**config.mk**
```make
export PLATFORM = sky130hd
export DESIGN_NAME = pgpf_scan
export DESIGN_NICKNAME = d
export VERILOG_FILES = /design/src/design/pgpf_pkg.sv /design/src/design/pgpf_point_unit.sv /design/src/design/pgpf_scan.sv
export SDC_FILE = /design/constraint.sdc
export NUM_CORES = 1
export LEC_CHECK = 0
export BUFFER_PORTS_ARGS = -buffer_cell sky130_fd_sc_hd__buf_2
export CORE_MARGIN = 3
export CORE_UTILIZATION = 35
export DETAILED_ROUTE_END_ITERATION = 8
export GPL_TIMING_DRIVEN = 0
export PLACE_DENSITY = 0.57
export REMOVE_ABC_BUFFERS = 1
export SYNTH_ARGS = -nofsm -noshare
export SYNTH_HDL_FRONTEND = slang
export SYNTH_SLANG_ARGS = --single-unit
```
**constraint.sdc**
```tcl
create_clock -name clk -period 23.3 [get_ports clk]
set_input_delay 3.495 -clock clk [delete_from_list [all_inputs] [get_ports clk]]
set_output_delay 3.495 -clock clk [all_outputs]
set_load 0.005 [all_outputs]
```
**src/design/pgpf_pkg.sv**
```systemverilog
// Shared constants, register indexes and payload types for the profile gap
// pattern finder. No dependencies; every design file imports this package.
package pgpf_pkg;

  localparam int MAX_SAMPLES    = 2048;
  localparam int AW             = $clog2(MAX_SAMPLES);
  localparam int CW             = AW + 1;
  localparam int PATTERN_POINTS = 6;
  localparam int PW             = $clog2(PATTERN_POINTS + 1);
  localparam int PIW            = (PATTERN_POINTS > 1) ? $clog2(PATTERN_POINTS) : 1;
  localparam int POSW           = ((AW + 1 > 16) ? AW + 1 : 16) + 1;

  localparam int CFG_IW = 3;
  localparam int CFG_DW = 48;

  // register indexes on the configuration port
  localparam logic [CFG_IW-1:0] REG_POINT_ONE        = 3'd0;
  localparam logic [CFG_IW-1:0] REG_SEARCH_MODE      = 3'd6;
  localparam logic [CFG_IW-1:0] REG_POSITION_OFFSETS = 3'd7;

  typedef struct packed {
    logic signed [15:0] height;
    logic               in_range;
    logic               line_bad;
    logic               last_sample;
  } in_item_t;

  typedef struct packed {
    logic signed [15:0] gap_x;
    logic signed [15:0] gap_y;
    logic               found;
  } out_item_t;

  typedef struct packed {
    logic [PATTERN_POINTS-1:0][47:0] points;
    logic [3:0]                      mode;
    logic [47:0]                     offsets;
  } cfg_t;

  typedef struct packed {
    logic              we;
    logic [AW-1:0]     waddr;
    logic [15:0]       wdata;
    logic [AW-1:0]     raddr;
  } mem_req_t;

endpackage

```
**src/design/pgpf_point_unit.sv**
```systemverilog
// Shared compare unit: position of a pattern point relative to a start index
// with its range check, and the height step check against two limits.
// Depends on pgpf_pkg for widths.
module pgpf_point_unit import pgpf_pkg::*; (
  input  logic [AW-1:0]      start_idx,
  input  logic signed [15:0] offset,
  input  logic [AW-1:0]      first_valid,
  input  logic [AW-1:0]      last_valid,
  input  logic signed [15:0] h0,
  input  logic signed [15:0] h2,
  input  logic signed [15:0] lim_a,
  input  logic signed [15:0] lim_b,
  output logic               pos_ok,
  output logic [AW-1:0]      pos_addr,
  output logic               step_ok
);

  logic signed [POSW-1:0] pos;
  logic signed [POSW-1:0] fv_s;
  logic signed [POSW-1:0] lv_s;
  logic signed [16:0]     step;
  logic signed [16:0]     lo;
  logic signed [16:0]     hi;

  always_comb begin
    pos  = POSW'($signed({1'b0, start_idx})) + POSW'(offset);
    fv_s = POSW'($signed({1'b0, first_valid}));
    lv_s = POSW'($signed({1'b0, last_valid}));
    pos_ok   = (pos >= fv_s) && (pos <= lv_s);
    pos_addr = pos[AW-1:0];

    step = 17'(h2) - 17'(h0);
    // limits may come in either order
    if (lim_a < lim_b) begin
      lo = 17'(lim_a);
      hi = 17'(lim_b);
    end else begin
      lo = 17'(lim_b);
      hi = 17'(lim_a);
    end
    step_ok = !h2[15] && (step >= lo) && (step <= hi);
  end

endmodule

```
**src/design/pgpf_scan.sv**
```systemverilog
// Load and scan sequencer: stores samples, tracks the valid window, walks every
// start index through the shared point unit and forms the result.
// Depends on pgpf_pkg and pgpf_point_unit.
module pgpf_scan import pgpf_pkg::*; (
  input  logic        clk,
  input  logic        rst_n,
  input  logic        start,
  input  in_item_t    in_item,
  input  cfg_t        cfg,
  input  logic [15:0] rdata,
  output mem_req_t    mem_req,
  output logic        busy,
  output logic        out_valid,
  output out_item_t   out_item
);

  localparam logic [2:0] ST_IDLE = 3'd0;
  localparam logic [2:0] ST_NEXT = 3'd1;
  localparam logic [2:0] ST_H0   = 3'd2;
  localparam logic [2:0] ST_PT   = 3'd3;
  localparam logic [2:0] ST_FIN  = 3'd4;

  logic [2:0]         st_r, st_nxt;
  logic [CW-1:0]      cnt_r, cnt_nxt;
  logic [AW-1:0]      fv_r, fv_nxt;
  logic [AW-1:0]      lv_r, lv_nxt;
  logic               seen_r, seen_nxt;
  logic [AW-1:0]      s_r, s_nxt;
  logic [PW-1:0]      p_r, p_nxt;
  logic [PW-1:0]      npts_r, npts_nxt;
  logic signed [15:0] h0_r, h0_nxt;
  logic               match_r, match_nxt;
  logic [15:0]        mx_r, mx_nxt;
  logic [15:0]        my_r, my_nxt;
  logic signed [15:0] prev_x_r, prev_x_nxt;
  logic signed [15:0] prev_y_r, prev_y_nxt;
  logic               out_valid_r, out_valid_nxt;
  out_item_t          out_item_r, out_item_nxt;

  logic [PW-1:0]      pidx_pos;
  logic [47:0]        pt_pos;
  logic [47:0]        pt_step;
  logic               pos_ok;
  logic [AW-1:0]      pos_addr;
  logic               step_ok;
  logic signed [15:0] h0_sel;
  logic [PW-1:0]      npts_req;
  logic signed [15:0] res_x;
  logic signed [15:0] res_y;

  // (m*256 + o)/256 truncated toward zero, saturated to 16 signed bits
  function automatic logic signed [15:0] place(input logic [15:0] m,
                                               input logic [23:0] o);
    logic signed [25:0] v;
    logic signed [17:0] q;
    v = $signed({2'b00, m, 8'h00}) + 26'($signed(o));
    q = v[25:8];
    if (v[25] && (v[7:0] != 8'h00)) begin
      q = q + 18'sd1;
    end
    if (q > 18'sd32767) begin
      return 16'sh7fff;
    end else if (q < -18'sd32768) begin
      return 16'sh8000;
    end
    return q[15:0];
  endfunction

  always_comb begin
    pidx_pos = (st_r == ST_PT) ? p_r + PW'(1) : '0;
    pt_pos   = (pidx_pos < PW'(PATTERN_POINTS)) ? cfg.points[pidx_pos[PIW-1:0]] : '0;
    pt_step  = (p_r < PW'(PATTERN_POINTS)) ? cfg.points[p_r[PIW-1:0]] : '0;
    h0_sel   = (st_r == ST_PT) ? h0_r : $signed(rdata);
    npts_req = (cfg.mode[3:1] > 3'(PATTERN_POINTS)) ? PW'(PATTERN_POINTS)
                                                    : PW'(cfg.mode[3:1]);
    res_x    = place(mx_r, cfg.offsets[23:0]);
    res_y    = place(my_r, cfg.offsets[47:24]);
  end

  pgpf_point_unit u_point (
    .start_idx   (s_r),
    .offset      ($signed(pt_pos[15:0])),
    .first_valid (fv_r),
    .last_valid  (lv_r),
    .h0          (h0_sel),
    .h2          ($signed(rdata)),
    .lim_a       ($signed(pt_step[31:16])),
    .lim_b       ($signed(pt_step[47:32])),
    .pos_ok      (pos_ok),
    .pos_addr    (pos_addr),
    .step_ok     (step_ok)
  );

  always_comb begin
    st_nxt        = st_r;
    cnt_nxt       = cnt_r;
    fv_nxt        = fv_r;
    lv_nxt        = lv_r;
    seen_nxt      = seen_r;
    s_nxt         = s_r;
    p_nxt         = p_r;
    npts_nxt      = npts_r;
    h0_nxt        = h0_r;
    match_nxt     = match_r;
    mx_nxt        = mx_r;
    my_nxt        = my_r;
    prev_x_nxt    = prev_x_r;
    prev_y_nxt    = prev_y_r;
    out_valid_nxt = 1'b0;
    out_item_nxt  = out_item_r;
    mem_req.we    = 1'b0;
    mem_req.waddr = cnt_r[AW-1:0];
    mem_req.wdata = in_item.height;
    mem_req.raddr = s_r;

    case (st_r)
      ST_IDLE: begin
        if (start) begin
          if (cnt_r < CW'(MAX_SAMPLES)) begin
            mem_req.we = 1'b1;
            cnt_nxt    = cnt_r + CW'(1);
            if (in_item.in_range) begin
              if (!seen_r) begin
                fv_nxt = cnt_r[AW-1:0];
              end
              lv_nxt   = cnt_r[AW-1:0];
              seen_nxt = 1'b1;
            end
          end
          if (in_item.last_sample) begin
            cnt_nxt = '0;
            if (in_item.line_bad) begin
              // repeat the previous position, drop the profile
              out_valid_nxt      = 1'b1;
              out_item_nxt.gap_x = prev_x_r;
              out_item_nxt.gap_y = prev_y_r;
              out_item_nxt.found = 1'b0;
              fv_nxt    = '0;
              lv_nxt    = '0;
              seen_nxt  = 1'b0;
              match_nxt = 1'b0;
            end else begin
              npts_nxt = npts_req;
              s_nxt    = fv_nxt;
              st_nxt   = ST_NEXT;
            end
          end
        end
      end
      ST_NEXT: begin
        if (s_r < lv_r) begin
          mem_req.raddr = s_r;
          st_nxt        = ST_H0;
        end else begin
          st_nxt = ST_FIN;
        end
      end
      ST_H0: begin
        h0_nxt = $signed(rdata);
        st_nxt = ST_NEXT;
        s_nxt  = s_r + AW'(1);
        if (rdata[15]) begin
          // negative start height: advance
        end else if (npts_r == '0) begin
          match_nxt = 1'b1;
          if (!match_r || !cfg.mode[0]) begin
            mx_nxt = 16'(s_r);
            my_nxt = rdata;
          end
        end else if (pos_ok) begin
          mem_req.raddr = pos_addr;
          p_nxt         = '0;
          s_nxt         = s_r;
          st_nxt        = ST_PT;
        end
      end
      ST_PT: begin
        st_nxt = ST_NEXT;
        s_nxt  = s_r + AW'(1);
        if (!step_ok) begin
          // point failed: advance to the next start
        end else if (p_r + PW'(1) == npts_r) begin
          match_nxt = 1'b1;
          if (!match_r || !cfg.mode[0]) begin
            mx_nxt = 16'(s_r);
            my_nxt = h0_r;
          end
        end else if (pos_ok) begin
          mem_req.raddr = pos_addr;
          p_nxt         = p_r + PW'(1);
          s_nxt         = s_r;
          st_nxt        = ST_PT;
        end
      end
      ST_FIN: begin
        out_valid_nxt = 1'b1;
        if (match_r) begin
          out_item_nxt.gap_x = res_x;
          out_item_nxt.gap_y = res_y;
          out_item_nxt.found = 1'b1;
          prev_x_nxt         = res_x;
          prev_y_nxt         = res_y;
        end else begin
          out_item_nxt.gap_x = '0;
          out_item_nxt.gap_y = '0;
          out_item_nxt.found = 1'b0;
          prev_x_nxt         = '0;
          prev_y_nxt         = '0;
        end
        fv_nxt    = '0;
        lv_nxt    = '0;
        seen_nxt  = 1'b0;
        match_nxt = 1'b0;
        st_nxt    = ST_IDLE;
      end
      default: begin
        st_nxt = ST_IDLE;
      end
    endcase
  end

  always_ff @(posedge clk) begin
    if (!rst_n) begin
      st_r        <= ST_IDLE;
      cnt_r       <= '0;
      fv_r        <= '0;
      lv_r        <= '0;
      seen_r      <= 1'b0;
      match_r     <= 1'b0;
      mx_r        <= '0;
      my_r        <= '0;
      prev_x_r    <= '0;
      prev_y_r    <= '0;
      out_valid_r <= 1'b0;
    end else begin
      st_r        <= st_nxt;
      cnt_r       <= cnt_nxt;
      fv_r        <= fv_nxt;
      lv_r        <= lv_nxt;
      seen_r      <= seen_nxt;
      match_r     <= match_nxt;
      mx_r        <= mx_nxt;
      my_r        <= my_nxt;
      prev_x_r    <= prev_x_nxt;
      prev_y_r    <= prev_y_nxt;
      out_valid_r <= out_valid_nxt;
    end
  end

  always_ff @(posedge clk) begin
    s_r        <= s_nxt;
    p_r        <= p_nxt;
    npts_r     <= npts_nxt;
    h0_r       <= h0_nxt;
    out_item_r <= out_item_nxt;
  end

  assign busy      = (st_r != ST_IDLE);
  assign out_valid = out_valid_r;
  assign out_item  = out_item_r;

endmodule

```
Yosys cells after proc, flatten, opt, wreduce, memory -nomap -nowiden

Index checks and enable logic that the tools add are counted.

Bits in registers: 170
Output and inout port bits: 74

Add/sub/neg operators: 9
$lt $le $gt $ge: 16
Eq/ne operators: 19
Mux-type cells: 110
Bitwise gates (word level): 1
Reductions and logical operators: 29

Operators with widths:

| kind                  | number |
|---|---|
| $mux 16               | 22 |
| $bmux 48 s3           | 2 |
| $mux 11               | 24 |
| $mux 33               | 4 |
| $mux 48               | 2 |
| $pmux 11 s2           | 3 |
| $pmux 33 s2           | 1 |
| $pmux 16 s2           | 2 |
| $add 25x24->26        | 2 |
| $mux 3                | 13 |
| $add 18x2->18 const B | 2 |
| $gt 18x16->1 const B  | 2 |
| $lt 18x16->1 const B  | 2 |
| $mux 18               | 2 |
| $mux 17               | 2 |
| $pmux 11 s3           | 1 |
| $mux 12               | 2 |
| $ne 2x2->1 const B    | 12 |
| $mux 1                | 22 |
| $add 12x16->17        | 1 |
| $ge 17x12->1          | 1 |
| $ge 17x17->1          | 1 |
| $le 17x12->1          | 1 |
| $le 17x17->1          | 1 |
| other kinds (35)      | 57 |

Depth between registers and ports, before layout

Gate-level depths: netlist (run 1).

Depth after elaboration: 12
Gate-level depth with buffers: 32
Depth with buffers taken out: 27

Cells and area by module

A second synthesis (run 1) with hierarchy kept.

Cells, all modules: 1,835
Area, all modules: 15,513.6 um2

Modules (own cells, without submodules):

| module          | times used | cells an instance | area each (um2) |
|---|---|---|---|
| pgpf_scan       | 1          | 1,398             | 12,160.4 |
| pgpf_point_unit | 1          | 437               | 3,353.2 |

Worst setup path after synthesis (run 1)

No wires, ideal clock.

Kind: input port to output port
Start: input cfg[317] (netlist name)
End: output mem_req[10] (netlist name)
Data arrival time: 8.156 ns
Required time: 19.805 ns
Path slack: 11.649 ns
Cell stages on the path: 25
Cells stage by stage: mux4_2 > nand2_1 > o21ai_0 > ha_1 > a21o_1 > a21oi_1 > nor2b_1 > o21ai_0 > nand2b_1 > a21oi_1 > o221ai_1 > mux2_2 > buf_2 > mux2i_1 > ha_1 > nand3_1 > o31ai_1 > a21oi_1 > o221a_2 > o21ai_0 > and3_1 > a31oi_1 > nor3_4 > buf_6 > mux2_2

RTL lines:

| what        | RTL line        | RTL |
|---|---|---|
| from (decl) | pgpf_scan.sv:9  | `input cfg_t cfg,` |
| to (decl)   | pgpf_scan.sv:11 | `output mem_req_t mem_req,` |

==> metrics.md, run 1 <==
| Metric | Value |
|---|---|
| First-pass GRT wire length | `77.43 mm` |
| Most frequent cell after synthesis | `nand2_1` |
| Min Tclk post-route | `13.51 ns` |
| Synth area leaders | `dfxtp_1, edfxtp_1, ha_1` |
| Fmax | `74.03 MHz` |
| Crit-path max cell delay | `0.85 ns` |
| Worst-case clock buffer depth | `2` |
| CTS tree | `built` |
| Site Rows | `75` |
| Die X | `215.0 µm` |
| Initial antenna violation count | `15` |
| Clk_lat worst skew | `0.46 ns` |
| Pre-CTS setup slack | `9.789 ns` |
| Worst Path Required | `19.81 ns` |
| Rel. slew slack | `13.03%` |
| Fin crit share | `57.98%` |
| Starting DRC count in detailed routing | `699` |
| Family with the most delay on the worst path | `multiplexers` |
| Critical path buffers and inverters | `2` |
| DRC violations left | `0` |
| Number of synthesis warnings | `0` |
| Post-synth top cells | `nand2_1, nor2_1, ha_1, mux2i_1, o21ai_0` |
| Number of buffers created by CTS | `17` |
| Slew @ Worst Pin | `1.303 ns` |
| Layout cells sized above 1 | `25.63%` |
| Io pins | `452` |
| Wire length per cell | `18.60 µm` |
| Drt pass-1 iters | `5` |
| VDD IR max | `0.04734 mV` |
| Setup slack after layout | `9.792 ns` |
| Critical path launch point type | `input port` |
| Mapped Avg Cell Area | `8.685 µm²` |
| HP Start | `prev_x_r[8]` |
| Area Overhead vs Synth | `20.60%` |
| Synthesized flop and latch total | `165` |
| CTS H-tree depth | `4` |
| Synthesized cell area | `0.01529 mm²` |
| Crit. End Element | `primary output` |
| Vias per cell | `5.394` |
| DP Area | `0.01776 mm²` |
| Synthesized instance count | `1760` |
| Max Cap Viol | `0` |
| Pwr Density | `44.48 mW/mm²` |
| GP Congestion | `0.8944` |
| Power, Total | `0.0008201 W` |
| Setup Crit Path Kind | `input port to primary output` |
| Final #Nets | `2625` |
| Final Max Slew Viols | `0` |
| Critical R2R Launch | `p_r[0]` |
| Endpoints failing setup | `0` |
| Run status | `complete, no violations` |
| Setup TNS | `0 ns` |
| GRT Residual Overflow | `0` |
| Clk root buf | `clkbuf_16` |
| Post_cts resized | `0` |
| Synth area leader | `dfxtp_1` |
| Setup Buffers After CTS | `0` |
| Max Clock Skew | `0.01691 ns` |
| Crit path DAT | `10.01 ns` |
| Share of flip-flops with an asynchronous set or reset | `0%` |
| Number of enable flip-flop cells after synthesis | `66` |
| LEAKAGE | `8.032 nW` |
| Vias in the first global route | `14.25k` |
| Reg clk slew, reported paths | `0.06 ns` |
| Slowest CP cell | `mux2_2` |
| Drt total wl | `50.27 mm` |
| Largest net degree at the start of global routing | `55` |
| Sequential-to-total area share from yosys stat | `25.93%` |
| Yosys cell types | `89` |
| Ys flop type | `dfxtp_1` |
| Critical-path cell list | `buf_2 > mux4_2 > nand2_1 > o21ai_0 > ha_1 > a21o_1 > a21oi_1 > nor2b_1 > o21ai_0 > nand2b_1 > a21oi_1 > o221ai_1 > mux2_2 > mux2i_1 > ha_1 > nand2_1 > nor3_1 > o2111ai_1 > o21ai_0 > and3_1 > a31oi_1 > nor3_4 > mux2_2 > buf_2` |
| Via Count | `14.58k` |
| Hold Fails Final Rpt | `0` |
| IO Port Bufs | `419` |
| Initial core utilization | `35.96%` |
| Share of the synthesized area in the top cell type | `12.97%` |
| Worst hold path type | `register to register` |
| Final instance area | `0.01844 mm²` |
| CTS Sinks | `165` |
| Die ar. | `0.04622 mm²` |
| Crit path from | `cfg[125]` |
| Crit-path most repeated cell | `o21ai_0` |
| Hold bufs inserted after CTS | `0` |
| Total global-route track usage | `20.90%` |
| Util after Layout | `43.37%` |
| RSZ-0062 raised after global routing | `false` |
| Antenna Nets Post-Route | `0` |
| DP Wirelength | `42.08 mm` |
| Core Footprint | `0.04251 mm²` |
| Chip Height | `215.0 µm` |
| Crit Path Max Fanout | `30` |
## registers in the layout, summed over array words and instances (netlist names)
signal,count
out_item,33
h0_r,16
my_r,16
prev_x_r,16
prev_y_r,16
cnt_r,12
fv_r,11
lv_r,11
mx_r,11
s_r,11
npts_r,3
p_r,3
st_r,3
match_r,1
out_valid,1
seen_r,1
## final cells by class
class | count | area (µm²)
fill | 4200 | 24070
multi-input combinational | 1402 | 10480
sequential | 165 | 3964
timing repair buffer | 428 | 2287
tap | 577 | 721.9
clock buffer | 17 | 425.4
inverter | 88 | 330.3
clock inverter | 15 | 200.2
antenna | 11 | 27.53
## routing by layer
layer	share of wire, %	GRT usage [%]	vias up	routed length [µm]
met1	44	26.34	6775	21900
met3	4.6	2.994	78	2298
met4	3.6	9.033	2	1814
met5	0.054	0.4167	-	27
met2	48	35.68	496	24240
li1	-	-	7230	-
## placed cells by master (no fill, tap or decap), types with 18 or more instances in the layout
cell / n
buf_2: 419
nand2_1: 183
nor2_1: 144
ha_1: 141
mux2i_1: 116
o21ai_0: 100
dfxtp_1: 99
a21oi_1: 89
inv_1: 87
edfxtp_1: 66
xnor2_1: 50
a21o_1: 37
nand3_1: 36
mux4_2: 32
xor2_1: 30
a211oi_1: 28
nand2b_1: 23
nor3_1: 23
o22ai_1: 21
mux2_2: 19
o21a_1: 18
a22oi_1: 18
o21bai_1: 18
## through the flow
stage / std cells / hold slack, ns
final: 2703 / 0.4586
after global routing: 2703 / 0.4773
after detailed placement: 2659 / 0.4525
after CTS: 2691 / 0.4617
after global placement: 2651 / 0.4448
after floorplan: 1655 / 0.4356
## worst register-to-register path, stage by stage, from the launching register on
cell and delay (ns):
edfxtp_1 0.78, buf_16 0.34, ha_1 0.88, nand4b_1 1.20
inv_1 0.86, nand2_1 0.11, nand2_1 0.08, a22oi_1 0.07
o21ai_0 0.14, ha_1 0.22, inv_1 0.06, fa_1 0.40
nor2b_1 0.19, o31a_1 0.23, o2111ai_1 0.14, a21boi_0 0.34
nor2_1 0.16, ha_1 0.35, nand4_1 0.10, o32ai_1 0.26
a31oi_1 0.09, a221oi_1 0.20, a21bo_2 0.34, nor3_4 0.84
o221ai_1 0.26, o221ai_1 0.14
## power breakdown
part	switching (W)	internal (W)
sequential	0.00000345	0.000303
clock	0.000123	0.000180
combinational	0.000115	0.0000967
total	0.000241	0.000579
## kinds of logic (layout without fill, tap and decap cells)
logic type / Yosys count / count (layout) / share of synthesized area [%]
AND/OR/NAND/NOR: 534 / 534 / 16.67
AO/OA/AOI/OAI: 476 / 476 / 21.36
buffers and inverters: 193 / 548 / 5.689
multiplexers: 167 / 167 / 13.71
flip-flops: 165 / 165 / 25.93
adder cells (fa/ha/maj): 145 / 145 / 12.07
XOR/XNOR: 80 / 80 / 4.584
other: 0 / 11 / 0
## worst paths after layout
check,endpoint,slack [ns],cells past startpoint
setup / recovery,mem_req[9],9.79,24
hold / removal,prev_x_r[8],0.46,2
setup reg to reg,s_r[1],14.33,25
hold reg to reg,prev_x_r[8],0.46,2
No activity file was read; power rests on OpenSTA's default activity.
==> run 2, diff against run 1 <==
--- a/config.mk
+++ b/config.mk
@@ -10,7 +10,7 @@
 export CORE_UTILIZATION = 35
 export DETAILED_ROUTE_END_ITERATION = 8
 export GPL_TIMING_DRIVEN = 0
-export PLACE_DENSITY = 0.57
+export PLACE_DENSITY = 0.59
 export REMOVE_ABC_BUFFERS = 1
 export SYNTH_ARGS = -nofsm -noshare
 export SYNTH_HDL_FRONTEND = slang
==> constraint.sdc (replaced) <==
create_clock -name clk -period 12.4 [get_ports clk]
set_input_delay 1.86 -clock clk [delete_from_list [all_inputs] [get_ports clk]]
set_output_delay 1.86 -clock clk [all_outputs]
set_load 0.005 [all_outputs]
==> run 2 against run 1 <==
Compared with the run above: clock skew up 0.00068 ns; non-clock buffer count up 2; final area about the same; combinational power up 88%; critical path depth unchanged; worst hold slack about the same; die area unchanged; total power up 83%; global-route usage about the same; count of clock-buffer cells in the layout up 4; critical path type is now register to primary output; highest routed layer is now met4.
==> metrics.md, run 2 (synthesized netlist as in run 1, its figures left out) <==
| Metric | Value |
|---|---|
| Fin crit share | `87.65%` |
| Crit. End Element | `primary output (unchanged)` |
| Crit Path Max Fanout | `24 (was 30)` |
| Sw Ratio | `30.37% (was 29.39%)` |
| Number of buffers created by CTS | `17 (unchanged)` |
| Initial core utilization | `35.96% (unchanged)` |
| Largest net degree at the start of global routing | `55 (unchanged)` |
| Combined area of the multi-input logic cells | `0.01048 mm² (about the same)` |
| Die X | `215.0 µm (unchanged)` |
| GP Congestion | `0.9096 (was 0.8944)` |
| Clk_lat worst skew | `0.46 ns (about the same)` |
| Vias in the first global route | `14.20k (was 14.25k)` |
| Core Footprint | `0.04251 mm² (unchanged)` |
| CTS H-tree depth | `4 (unchanged)` |
| Endpoints failing setup | `0 (unchanged)` |
| Clock power share | `35.2% (was 36.9%)` |
| Chip Height | `215.0 µm (unchanged)` |
| Min Tclk post-route | `10.87 ns` |
| VDD IR max | `0.08886 mV (was 0.04734 mV)` |
| Max Clock Skew | `0.01759 ns (was 0.01691 ns)` |
| Fmax | `92.01 MHz` |
| Total global-route track usage | `20.94% (was 20.90%)` |
| Layout cells sized above 1 | `25.60% (was 25.63%)` |
| Comb power frac | `26.5% (was 25.8%)` |
| Worst Path Required | `10.54 ns (was 19.81 ns)` |
| Setup Crit Path Kind | `register to primary output (was input port to primary output)` |
| Met2 usage in global routing | `35.65% (was 35.68%)` |
| Switching power of the nets | `0.0004558 W (was 0.0002410 W)` |
| Setup TNS | `0 ns (unchanged)` |
| Post_cts resized | `0 (unchanged)` |
| Rel. slew slack | `11.50% (was 13.03%)` |
| Die ar. | `0.04622 mm² (unchanged)` |
| Final #Nets | `2627 (was 2625)` |
| Pwr Density | `81.42 mW/mm² (was 44.48 mW/mm²)` |
| GR peak layer | `met2 (unchanged)` |
| Filler Cell Count | `4210 (was 4200)` |
| Reg area | `0.003964 mm² (unchanged)` |
| First-pass GRT wire length | `77.57 mm (was 77.43 mm)` |
| Most frequent cells in the layout | `buf_2, nand2_1, nor2_1 (unchanged)` |
| Hold Fails Final Rpt | `0 (unchanged)` |
| Pre-CTS setup slack | `2.083 ns (was 9.789 ns)` |
| Crit path DAT | `9.01 ns (was 10.01 ns)` |
| Most common cell after layout, fill and taps aside | `buf_2 (unchanged)` |
| Largest register FFs | `33 (unchanged)` |
| LEAKAGE | `8.046 nW (was 8.032 nW)` |
| Run status | `complete, no violations (unchanged)` |
| Worst hold path type | `register to register (unchanged)` |
| Setup slack after layout | `1.531 ns (was 9.792 ns)` |
| Io pins | `452 (unchanged)` |
| GRT Residual Overflow | `0 (unchanged)` |
| Vias per cell | `5.320 (was 5.394)` |
| Site Rows | `75 (unchanged)` |
| Setup Buffers After CTS | `0 (unchanged)` |
| CTS Sinks | `165 (unchanged)` |
| Crit-path most repeated cell | `ha_1 (was o21ai_0)` |
| DP Wirelength | `42.12 mm (was 42.08 mm)` |
| Hold bufs inserted after CTS | `0 (unchanged)` |
| Final Max Slew Viols | `0 (unchanged)` |
| CTS tree | `built (unchanged)` |
| Critical path launch point type | `register (was input port)` |
| M1 GR Usage | `26.50% (was 26.34%)` |
| RSZ-0062 raised after global routing | `false (unchanged)` |
| Worst-case clock buffer depth | `2 (unchanged)` |
| Antenna Nets Post-Route | `0 (unchanged)` |
| Slowest CP cell | `nand4b_1 (was mux2_2)` |
| Critical-path cell list | `ha_1 > nand4b_1 > inv_1 > nand2_1 > nand2_1 > a22oi_1 > o21ai_0 > ha_1 > inv_1 > fa_1 > nor2b_1 > o31a_1 > o2111ai_1 > a21boi_0 > nor2_1 > ha_1 > nand4_1 > o32ai_1 > a31oi_1 > a221oi_1 > a21bo_2 > nor3_4 > mux2_2 > buf_2 (was buf_2 > mux4_2 > nand2_1 > o21ai_0 > ha_1 > a21o_1 > a21oi_1 > nor2b_1 > o21ai_0 > nand2b_1 > a21oi_1 > o221ai_1 > mux2_2 > mux2i_1 > ha_1 > nand2_1 > nor3_1 > o2111ai_1 > o21ai_0 > and3_1 > a31oi_1 > nor3_4 > mux2_2 > buf_2)` |
| Util after Layout | `43.36% (was 43.37%)` |
| Area Overhead vs Synth | `20.59% (was 20.60%)` |
| Max Cap Viol | `0 (unchanged)` |
| Drt pass-1 iters | `5 (unchanged)` |
| Slew @ Worst Pin | `1.320 ns (was 1.303 ns)` |
| Crit-path max cell delay | `1.22 ns (was 0.85 ns)` |
| Seq pwr share | `38.3% (was 37.3%)` |
| Met3 Resource Use GR | `3.093% (was 2.994%)` |
| IO Port Bufs | `419 (unchanged)` |
| Starting DRC count in detailed routing | `648 (was 699)` |
| Reg clk slew, reported paths | `0.08 ns (was 0.06 ns)` |
| Initial antenna violation count | `16 (was 15)` |
| Wire length per cell | `18.44 µm (was 18.60 µm)` |
| Drt total wl | `49.92 mm (was 50.27 mm)` |
| Clk root buf | `clkbuf_16 (unchanged)` |
| Via Count | `14.40k (was 14.58k)` |
| DRC violations left | `0 (unchanged)` |
| P_int | `0.001045 W (was 0.0005791 W)` |
-- run 2: path summary, 6_finish.rpt --
path              depth (start not counted)    startpoint  slack (ns)           end
hold / removal                            2  prev_x_r[10]        0.46  prev_x_r[10]
hold reg to reg                           2  prev_x_r[10]        0.46  prev_x_r[10]
setup / recovery                         24        p_r[0]        1.53   mem_req[10]
setup reg to reg                         24        p_r[0]        3.84        s_r[4]
-- run 2: layout make-up --
cell class | instances | share of cell area, %
clock inverter | 11 | 0.4412
sequential | 165 | 21.50
inverter | 88 | 1.792
multi-input combinational | 1402 | 56.84
clock buffer | 21 | 2.736
tap | 577 | 3.917
antenna | 13 | 0.1765
timing repair buffer | 430 | 12.60
-- run 2: metrics by stage --
step	hold WS (ns)	area, µm²	instances	power [W]
3_3_place_gp	0.4462	17570	2651	0.0009744
4_1_cts	0.4614	18370	2693	0.001516
6_report	0.4585	18430	2707	0.001501
5_1_grt	0.4781	18430	2706	0.001589
3_5_place_dp	0.4525	17790	2661	0.0009847
2_1_floorplan	0.4356	14750	1655	0.0008360
-- run 2: critical path: cells and delay by family, from the launching register on --
kind            cells  cell delay [ns]
simple gates        7             2.67
fa+ha+maj           4             1.91
compound gates      9             1.82
buf+inv             3             1.09
flops               1             0.56
mux                 1             0.46
-- run 2: power groups by stage --
stage               sequential (W)  combinational (W)  clock [W]
floorplan                 0.000585           0.000251          0
global placement          0.000587           0.000387          0
detailed placement        0.000587           0.000397          0
CTS                       0.000575           0.000400   0.000541
global route              0.000576           0.000451   0.000562
finish                    0.000575           0.000398   0.000528
-- run 2: per-layer routing --
layer  wire [µm]  part of all wire (%)
met1       21970                    44
met2       23950                    48
met3        2233                   4.5
met4        1772                   3.5
met5           0                     0
